[src/rtl/core/slb_pkg.sv]
// Shared constants, types and a helper function of the smoothed level bargraph.
package slb_pkg;

	localparam int unsigned FIELD_W     = 10;
	localparam int unsigned WINDOW      = 15;
	localparam int unsigned FULL_SCALE  = 1023;
	localparam int unsigned RESCALE_SPAN = FULL_SCALE - 1;
	localparam int unsigned LIMIT_MIN   = 2;
	localparam int unsigned LIMIT_RESET = 15;
	localparam int unsigned BAR_BASE    = 50;
	localparam int unsigned BAR_STEP    = 100;
	localparam int unsigned BAR_COUNT   = 10;

	localparam int unsigned TOTAL_W = $clog2(WINDOW * FULL_SCALE + 1);
	localparam int unsigned POS_W   = (WINDOW > 1) ? $clog2(WINDOW) : 1;

	// Divider geometry: the quotient always fits the field width.
	localparam int unsigned QUO_W   = FIELD_W;
	localparam int unsigned DVS_W   = FIELD_W;
	localparam int unsigned DIVD_W  = QUO_W + DVS_W;
	localparam int unsigned STEP_W  = $clog2(QUO_W + 1);

	localparam int unsigned S_DATA_W = 16;
	localparam int unsigned M_DATA_W = 32;

	typedef enum logic [2:0] {
		ST_IDLE,
		ST_MUL,
		ST_SCALE_GO,
		ST_SCALE_WAIT,
		ST_UPDATE,
		ST_AVG_WAIT,
		ST_OUT
	} slb_state_t;

	typedef struct packed {
		logic              start;
		logic [DIVD_W-1:0] dividend;
		logic [DVS_W-1:0]  divisor;
	} div_req_t;

	typedef struct packed {
		logic             done;
		logic [QUO_W-1:0] quotient;
	} div_rsp_t;

	function automatic logic [BAR_COUNT-1:0] bar_of(input logic [FIELD_W-1:0] avg);
		logic [BAR_COUNT-1:0] bits;
		bits = '0;
		for (int k = 0; k < BAR_COUNT; k++) begin
			bits[k] = (avg > FIELD_W'(BAR_BASE + BAR_STEP * k));
		end
		return bits;
	endfunction

endpackage

[src/rtl/core/slb_div.sv]
// Restoring divider, one quotient bit per cycle, for quotients below 2**QUO_W.
module slb_div (
	input  logic              clk,
	input  logic              arst_n,
	input  slb_pkg::div_req_t req,
	output slb_pkg::div_rsp_t rsp
);
	import slb_pkg::*;

	logic [STEP_W-1:0] cnt_q;
	logic              done_q;
	logic [DVS_W-1:0]  rem_q;
	logic [QUO_W-1:0]  low_q;
	logic [DVS_W-1:0]  divisor_q;

	logic [DVS_W:0]    trial;
	logic [DVS_W:0]    diff;
	logic              fits;

	assign trial = {rem_q, low_q[QUO_W-1]};
	assign diff  = trial - {1'b0, divisor_q};
	assign fits  = (trial >= {1'b0, divisor_q});

	always_ff @(posedge clk or negedge arst_n) begin
		if (!arst_n) begin
			cnt_q  <= '0;
			done_q <= 1'b0;
		end else begin
			done_q <= 1'b0;
			if (req.start) begin
				cnt_q <= STEP_W'(QUO_W);
			end else if (cnt_q != '0) begin
				cnt_q  <= cnt_q - 1'b1;
				done_q <= (cnt_q == STEP_W'(1));
			end
		end
	end

	// The upper half of the dividend is below the divisor, so it seeds the remainder.
	always_ff @(posedge clk) begin
		if (req.start) begin
			rem_q     <= req.dividend[DIVD_W-1:QUO_W];
			low_q     <= req.dividend[QUO_W-1:0];
			divisor_q <= req.divisor;
		end else if (cnt_q != '0) begin
			rem_q <= fits ? diff[DVS_W-1:0] : trial[DVS_W-1:0];
			low_q <= {low_q[QUO_W-2:0], fits};
		end
	end

	assign rsp.done     = done_q;
	assign rsp.quotient = low_q;

endmodule

[src/rtl/core/smoothed_level_bargraph_core.sv]
// Top level of the smoothed level bargraph: sequencer, window ring and output register.
//
// Each accepted nonzero sample is clamped to 1..sense_limit (a limit below 2 acts
// as 2), rescaled to 1..1023, pushed into a 15-entry moving window, and one result
// item follows carrying the bargraph, the window average and the rescaled sample.
// A zero sample is taken and gives no result. A nonzero sample keeps s_tready low
// until its result is moved to the output register, which waits for a free slot;
// most of the work is one shared restoring divider, used once for the rescale and
// once for the average. The finished result sits in the output register, and the
// next sample is taken while it waits. The window and running total clear at reset.
module smoothed_level_bargraph_core (
	input  logic        clk,
	input  logic        arst_n,
	input  logic        s_tvalid,
	output logic        s_tready,
	input  logic [15:0] s_tdata,   // [9:0] sample
	output logic        m_tvalid,
	input  logic        m_tready,
	output logic [31:0] m_tdata,   // [9:0] bar_segments, [19:10] window_average,
	                               // [29:20] scaled_sample
	input  logic        cfg_we,
	input  logic [9:0]  cfg_wdata  // sense_limit
);
	import slb_pkg::*;

	slb_state_t state_q, state_d;

	logic [FIELD_W-1:0] sense_limit_q;
	logic [FIELD_W-1:0] sample_q;
	logic [DIVD_W-1:0]  product_q;
	logic [DVS_W-1:0]   divisor_q;
	logic [FIELD_W-1:0] scaled_q;
	logic [FIELD_W-1:0] avg_q;
	logic [FIELD_W-1:0] window_store_q [WINDOW];
	logic [TOTAL_W-1:0] total_q;
	logic [POS_W-1:0]   pos_q;
	logic               m_valid_q;
	logic [M_DATA_W-1:0] m_data_q;

	logic               in_fire;
	logic               out_free;
	logic [FIELD_W-1:0] limit_eff;
	logic [FIELD_W-1:0] clamped;
	logic [TOTAL_W-1:0] total_next;
	div_req_t           div_req;
	div_rsp_t           div_rsp;

	assign in_fire  = s_tvalid && s_tready;
	assign out_free = !m_valid_q || m_tready;

	assign limit_eff = (sense_limit_q < FIELD_W'(LIMIT_MIN)) ? FIELD_W'(LIMIT_MIN)
	                                                         : sense_limit_q;
	assign clamped   = (sample_q > limit_eff) ? limit_eff : sample_q;

	assign total_next = total_q - TOTAL_W'(window_store_q[pos_q]) + TOTAL_W'(scaled_q);

	slb_div u_div (
		.clk    (clk),
		.arst_n (arst_n),
		.req    (div_req),
		.rsp    (div_rsp)
	);

	// Next state.
	always_comb begin
		state_d = state_q;
		unique case (state_q)
			ST_IDLE: begin
				if (in_fire && (s_tdata[FIELD_W-1:0] != '0)) state_d = ST_MUL;
			end
			ST_MUL:        state_d = ST_SCALE_GO;
			ST_SCALE_GO:   state_d = ST_SCALE_WAIT;
			ST_SCALE_WAIT: begin
				if (div_rsp.done) state_d = ST_UPDATE;
			end
			ST_UPDATE:     state_d = ST_AVG_WAIT;
			ST_AVG_WAIT: begin
				if (div_rsp.done) state_d = ST_OUT;
			end
			ST_OUT: begin
				if (out_free) state_d = ST_IDLE;
			end
			default:       state_d = ST_IDLE;
		endcase
	end

	// Outputs of the sequencer.
	always_comb begin
		s_tready         = 1'b0;
		div_req.start    = 1'b0;
		div_req.dividend = product_q;
		div_req.divisor  = divisor_q;
		unique case (state_q)
			ST_IDLE:     s_tready = 1'b1;
			ST_SCALE_GO: div_req.start = 1'b1;
			ST_UPDATE: begin
				div_req.start    = 1'b1;
				div_req.dividend = DIVD_W'(total_next);
				div_req.divisor  = DVS_W'(WINDOW);
			end
			ST_MUL, ST_SCALE_WAIT, ST_AVG_WAIT, ST_OUT: begin
				s_tready = 1'b0;
			end
			default: s_tready = 1'b0;
		endcase
	end

	always_ff @(posedge clk or negedge arst_n) begin
		if (!arst_n) begin
			state_q       <= ST_IDLE;
			sense_limit_q <= FIELD_W'(LIMIT_RESET);
			total_q       <= '0;
			pos_q         <= '0;
			m_valid_q     <= 1'b0;
			for (int i = 0; i < WINDOW; i++) begin
				window_store_q[i] <= '0;
			end
		end else begin
			state_q <= state_d;
			if (cfg_we) sense_limit_q <= cfg_wdata;
			if (state_q == ST_UPDATE) begin
				window_store_q[pos_q] <= scaled_q;
				total_q <= total_next;
				pos_q   <= (pos_q == POS_W'(WINDOW - 1)) ? '0 : pos_q + 1'b1;
			end
			if (state_q == ST_OUT && out_free) begin
				m_valid_q <= 1'b1;
			end else if (m_tready) begin
				m_valid_q <= 1'b0;
			end
		end
	end

	always_ff @(posedge clk) begin
		if (in_fire) sample_q <= s_tdata[FIELD_W-1:0];
		if (state_q == ST_MUL) begin
			product_q <= DIVD_W'(clamped - 1'b1) * DIVD_W'(RESCALE_SPAN);
			divisor_q <= limit_eff - 1'b1;
		end
		if (state_q == ST_SCALE_WAIT && div_rsp.done) scaled_q <= div_rsp.quotient + 1'b1;
		if (state_q == ST_AVG_WAIT && div_rsp.done) avg_q <= div_rsp.quotient;
		if (state_q == ST_OUT && out_free) begin
			m_data_q <= {2'b00, scaled_q, avg_q, bar_of(avg_q)};
		end
	end

	assign m_tvalid = m_valid_q;
	assign m_tdata  = m_data_q;

endmodule

[config.mk]
export PLATFORM = sky130hd
export DESIGN_NAME = smoothed_level_bargraph_core
export DESIGN_NICKNAME = d
export VERILOG_FILES = /design/src/rtl/core/slb_pkg.sv /design/src/rtl/core/slb_div.sv /design/src/rtl/core/smoothed_level_bargraph_core.sv
export SDC_FILE = /design/constraint.sdc
export NUM_CORES = 1
export LEC_CHECK = 0
export BUFFER_PORTS_ARGS = -buffer_cell sky130_fd_sc_hd__buf_2
export CORE_AREA = 5 5 247 249
export CTS_CLUSTER_DIAMETER = 150
export DETAILED_ROUTE_END_ITERATION = 6
export DIE_AREA = 0 0 252 254
export PLACE_DENSITY = 0.41
export SYNTH_ARGS = -nofsm -noshare
export SYNTH_HDL_FRONTEND = slang
export SYNTH_HIERARCHICAL = 1
export SYNTH_SLANG_ARGS = --single-unit
[constraint.sdc]
create_clock -name clk -period 23.5 [get_ports clk]
set_input_delay 1.175 -clock clk [delete_from_list [all_inputs] [get_ports clk]]
set_output_delay 1.175 -clock clk [all_outputs]
set_load 0.03 [all_outputs]
# Word level (Yosys, flattened, before mapping)

Index checks and enable logic that the tools add are counted.
Widths: inputs -> output; s select.

Flip-flop bits (word level): 306

Add/sub/neg operators: 8
$mul: 1
Reduce and logical (&&, ||, !) cells: 15
Magnitude comparators: 15
Equal/unequal tests: 12
Bitwise operators: 1
Mux-type cells: 28

Operators by type and width:

| cell                  | count |
|---|---|
| $bwmux 150            | 1 |
| $mux 10               | 10 |
| $gt 10x10->1 const B  | 5 |
| $bmux 10 s4           | 1 |
| $demux 10 s4          | 1 |
| $mux 30               | 1 |
| $pmux 3 s7            | 1 |
| $gt 10x8->1 const B   | 2 |
| $gt 10x9->1 const B   | 2 |
| $mul 20x9->19 const B | 1 |
| $add 14x10->14        | 1 |
| $sub 14x10->14        | 1 |
| $mux 3                | 4 |
| $mux 4                | 3 |
| $ge 11x10->1          | 1 |
| $sub 10x1->11 const B | 1 |
| $add 10x1->10 const B | 1 |
| $gt 10x10->1          | 1 |
| $gt 10x6->1 const B   | 1 |
| $lt 10x2->1 const B   | 1 |
| $reduce_bool 10->1    | 1 |
| $sub 10x1->10 const B | 1 |
| $sub 10x10->10        | 1 |
| $eq 3x3->1 const B    | 3 |
| other kinds (20)      | 34 |

# Longest topological paths before layout

Depth in word-level cells: 8
Depth in mapped cells: 42
Gate-level depth less buffers: 39

# Modules after synthesis

The synthesis kept the hierarchy.

By module, submodules not included:

| module                       | instances | area each (µm²) | sequential area each (µm²) | cells an instance |
|---|---|---|---|---|
| smoothed_level_bargraph_core | 1         | 15361.0         | 7231.9                     | 1305 |
| slb_div                      | 1         | 2023.2          | 1026.0                     | 173 |

# Least setup slack after synthesis

No wires, ideal clock.

Kind: register to register
From: register sense_limit_q[4]
To: register product_q[19] (data pin)
Stages on the path, launching flop included: 40
Data required time: 23240 ps
Path slack: 14928 ps
Buffers on the path: 3
Period minus slack after synthesis: 8572 ps
Library setup time: 260 ps
Data arrival time: 8312 ps
Cell sequence: dfrtp_1 buf_2 or4_4 nor3_2 nand2_1 o21ai_0 inv_1 ha_1 nand2b_1 a211oi_2 a2111oi_4 nor2_4 buf_6 clkbuf_1 mux2i_1 ha_1 nand2_1 nor3_1 [... 4 more ...] xnor2_1 ha_1 fa_1 fa_1 inv_1 fa_1 inv_1 ha_1 a21boi_0 o21ai_0 a21boi_0 o21ai_0 a21boi_0 o21ai_0 a21oi_1 a21o_1 a21oi_1 xnor2_1

Word-level cells in the longest chain between the ends: 6

RTL lines:

| item                   | line                                | source |
|---|---|---|
| start, declared        | smoothed_level_bargraph_core.sv:28  | `logic [FIELD_W-1:0] sense_limit_q;` |
| start signal, assigned | smoothed_level_bargraph_core.sv:111 | `sense_limit_q <= FIELD_W'(LIMIT_RESET);` |
| start signal, assigned | smoothed_level_bargraph_core.sv:120 | `if (cfg_we) sense_limit_q <= cfg_wdata;` |
| $lt 10x2->1            | smoothed_level_bargraph_core.sv:51  | `assign limit_eff = (sense_limit_q < FIELD_W'(LIMIT_MIN)) ? FIELD_W'(LIMIT_MIN)` |
| $mux 10 (*)            | smoothed_level_bargraph_core.sv:51  |  |
| $gt 10x10->1           | smoothed_level_bargraph_core.sv:53  | `assign clamped = (sample_q > limit_eff) ? limit_eff : sample_q;` |
| $mux 10 (*)            | smoothed_level_bargraph_core.sv:53  |  |
| $sub 10x1->11 (*)      | smoothed_level_bargraph_core.sv:137 | `product_q <= DIVD_W'(clamped - 1'b1) * DIVD_W'(RESCALE_SPAN);` |
| $mul 20x9->19 (*)      | smoothed_level_bargraph_core.sv:137 |  |
| end signal, assigned   | smoothed_level_bargraph_core.sv:137 |  |
| end, declared          | smoothed_level_bargraph_core.sv:30  | `logic [DIVD_W-1:0] product_q;` |

Every way passes the cells marked *; elsewhere a longest branch is shown, timed or not.
A chain may end at the register's enable or synchronous reset.

# Final worst setup path

Ends and elaborated chain as after synthesis.

==> impl_results.md <==
- Run status: finished clean
- Total via count after detailed routing: 10975
- Area share of fa/ha/maj cells after synthesis: 11.0%
- Fraction of synthesized cell area taken by the top area cell type: 26.3%
- Average wire length per cell after detail routing: 17.9 µm
- Critical path class: reg2reg
- Leakage power: 8.73 nW
- GRT Total Usage: 13.2%
- Initial cell density of the core: 29.7%
- Proportion of layout cells with a drive suffix above 1: 22.5%
- Count of synthesis-stage warnings from yosys: 6
- Gpl congestion: 0.765
- Number of sinks on the clock net: 306
- Area of the mapped netlist: 0.0174 mm²
- H-tree Lvls: 2
- Number of buffers inserted to repair setup after CTS: 0
- Power Density: 145 mW/mm²
- Actual slew at the worst max-slew pin: 1170 ps
- Die footprint: 0.0640 mm²
- Number of pins with negative max-slew slack in the final report: 0
- Dominant register cell in the synthesized netlist: sky130_fd_sc_hd__dfrtp_1
- Critical-path maximum fanout: 21
- Count of standard-cell rows: 89
- Register clock-pin slew on the reported worst setup and hold paths: 60 ps
- Area of the core: 0.0585 mm²
- Root cell of the clock tree: sky130_fd_sc_hd__clkbuf_16
- Post-route clock period utilization: 41.4%
- Top cells by area, synth: sky130_fd_sc_hd__dfrtp_1 26%, sky130_fd_sc_hd__edfxtp_1 21%, sky130_fd_sc_hd__mux2_2 9.0%, sky130_fd_sc_hd__ha_1 5.5%, sky130_fd_sc_hd__fa_1 5.4%
- Total of endpoints with negative setup slack in the final report: 0
- Via count of the first global-routing pass: 11522
- Instance count after placement with tap cells included: 2269
- Asr flop ratio synth: 61.1%
- Area fraction in compound gates after synthesis: 7.73%
- Xor/xnor share of the synthesized area: 3.88%
- Gate count of the mapped netlist: 1478
- Unrepaired setup endpoints after global routing: no
- Number of standard cells in the layout, taps in and fillers out: 2340
- Startpoint kind of the worst setup timing path: flop
- Number of distinct library cells after synthesis: 77
- Required time of the critical path: 23800 ps
- Detailed Route WL: 41800 µm
- Maximum VDD drop: 0.111 mV
- Maximum number of pins on one net before global-route repair: 120
- Cell accounting for the most synthesized area: sky130_fd_sc_hd__dfrtp_1
- Die Span X: 252 µm
- Post-cts gate resize count: 0
- First-pass GRT wire length: 66700 µm
- Clock network latency to the later pin of the worst-skew pair: 570 ps
- #FFs+latches synth: 306
- Final hold violation count: 0
- Vias/cell: 4.69
- Layout area overhead: 14.4%
- Share of cell area taken by muxes after synthesis: 15.7%
- Number of synthesized flops with an enable pin: 119
- F_max: 103 MHz
- Worst Path Arrival: 10040 ps
- Max transition margin: 21.7%
- Clock tree from TritonCTS: yes
- Aggregate negative setup slack: 0 ps
- Nets: 1691
- Global routing usage on met3: 2.70%
- ANT nets after route: 0
- Number of I/O pins: 65
- Sequential share of the synthesized area: 47.5%
- Clock skew: 20.9 ps
- Sum of net half-perimeters after detailed placement: 29200 µm
- Average cell area after synthesis: 11.8 µm²
- Number of buffers added to fix hold violations after cts: 0
- Largest family of logic cells by synthesized area: multiplexers
- Met2 track utilization from global routing: 20.3%
- Number of buffers added by the clock tree synthesis step: 38
- Met1 track demand over resource in global routing: 19.2%
- Initial DRC Count: 429
- Endpoint class of the critical path: flop
- Final Core Density: 34.0%
- Total congestion overflow: 0
- Number of buffers on the longest clock path: 3
- Number of input and output port buffers inserted: 56
- Slowest-stage cell, CP: sky130_fd_sc_hd__mux2i_1
- Count of TritonRoute iterations in the first routing pass: 4
- Number of maximum-capacitance constraint violations: 0
- Number of antenna violations at the first check in global routing: 0
- Area share of and/or/nand/nor cells after synthesis: 8.76%
- Largest stage delay on the critical path: 620 ps
- Class of the tightest hold or removal check: reg2reg
- Vert. Die Dim: 254 µm
- Shortest period the worst path allows: 9740 ps
- Residual DRC: 0
- Peak-usage layer in the global routing report: met2
synthesized netlist by cell type, drive strengths merged, types with 4 or more instances:
master and number:
clkbuf 45, nand3b 10, mux2i 23, and2 13
a211oi 8, a21boi 4, a21oi 40, nand4 7
o21ai 104, or2 5, nor3 26, nor4 4
ha 77, nand2 121, mux2 139, nand2b 19
dfstp 4, edfxtp 119, o31a 4, dfrtp 183
nand3 17, mux4 40, nor2 60, fa 47
nor2b 10, and3 7, buf 18, a31oi 6
inv 173, o211ai 4, or3 7, xnor2 58
a21o 16, xor2 19
critical path: cells and delay by family, from the launching register on:
kind | cells | cell delay (ps)
buffers and inverters | 4 | 400
xor gates and xnor gates | 3 | 560
and+or+nand+nor | 8 | 2050
muxes | 1 | 620
DFF | 1 | 460
AOI/OAI and AO/OA | 13 | 2680
adders and majority gates | 7 | 2720
cells in the final DEF (no fill, tap or decap), drive strengths merged, types with 5 or more instances in the layout:
cell type,n
dfrtp,183
inv,176
mux2,139
nand2,121
edfxtp,119
o21ai,104
buf,79
ha,77
nor2,60
xnor2,58
clkbuf,55
fa,47
mux4,40
a21oi,40
nor3,26
mux2i,23
nand2b,19
xor2,19
nand3,17
a21o,16
and2,13
nor2b,10
nand3b,10
a211oi,8
clkinv,8
nand4,7
or3,7
and3,7
a31oi,6
or2,5
layout make-up:
class	instances	area [µm²]
diodes	1	2.50
flip-flops and latches	306	8260
clock buffers	54	1100
multi-input cells	937	8220
repair buffers	80	469
well taps	773	967
fillers	5881	38600
clock inverters	16	224
inverters	173	649
path summary, 6_finish.rpt:
kind,from,endpoint,cells past startpoint,slack [ps]
setup reg to reg,sense_limit_q[4],product_q[19],36,13760
min in group asynchronous,arst_n,window_store_q[42],1,740
setup / recovery,sense_limit_q[4],product_q[19],36,13760
hold / removal,window_store_q[112],window_store_q[112],2,480
hold reg to reg,window_store_q[112],window_store_q[112],2,480
max in group asynchronous,arst_n,pos_q[0],2,21200
cell families (layout without fill, tap and decap cells):
group                      count (synthesis)  count (layout)
AOI/OAI and AO/OA                        217             217
DFF                                      306             306
and+or+nand+nor                          315             315
xor gates and xnor gates                  77              77
other                                      1               3
adders and majority gates                124             124
muxes                                    202             202
buffers and inverters                    236             323
metrics by stage:
stage / hold WS, ps / total power [mW] / cell area [µm²] / setup WS [ps]
finish: 478 / 2.89 / 19900 / 13760
global route: 501 / 3.19 / 19900 / 12900
CTS: 483 / 2.95 / 19900 / 13510
detailed placement: 470 / 2.31 / 18600 / 13540
global placement: 459 / 2.31 / 18600 / 13560
floorplan: 424 / 2.00 / 17400 / 14930
report_power, final:
part	internal, mW	switching (mW)	leakage (nW)
sequential	0.731	0.0537	3.68
combinational	0.667	0.823	4.41
clock	0.374	0.240	0.644
registers in the layout (all words and copies together), names as in the netlist:
name	count
product_q	19
u_div/done_q	1
u_div/rem_q	10
state_q	3
total_q	14
scaled_q	10
u_div/cnt_q	4
divisor_q	10
avg_q	10
m_tdata	30
u_div/low_q	10
m_tvalid	1
window_store_q	150
sense_limit_q	10
pos_q	4
u_div/divisor_q	10
sample_q	10
routing by layer:
metal | wire, µm | vias up
li1 | - | 5263
met1 | 20900 | 5511
met2 | 18400 | 155
met3 | 1780 | 46
met4 | 772 | 0
met5 | 0 | -
Power figures use the tool's default switching activity.
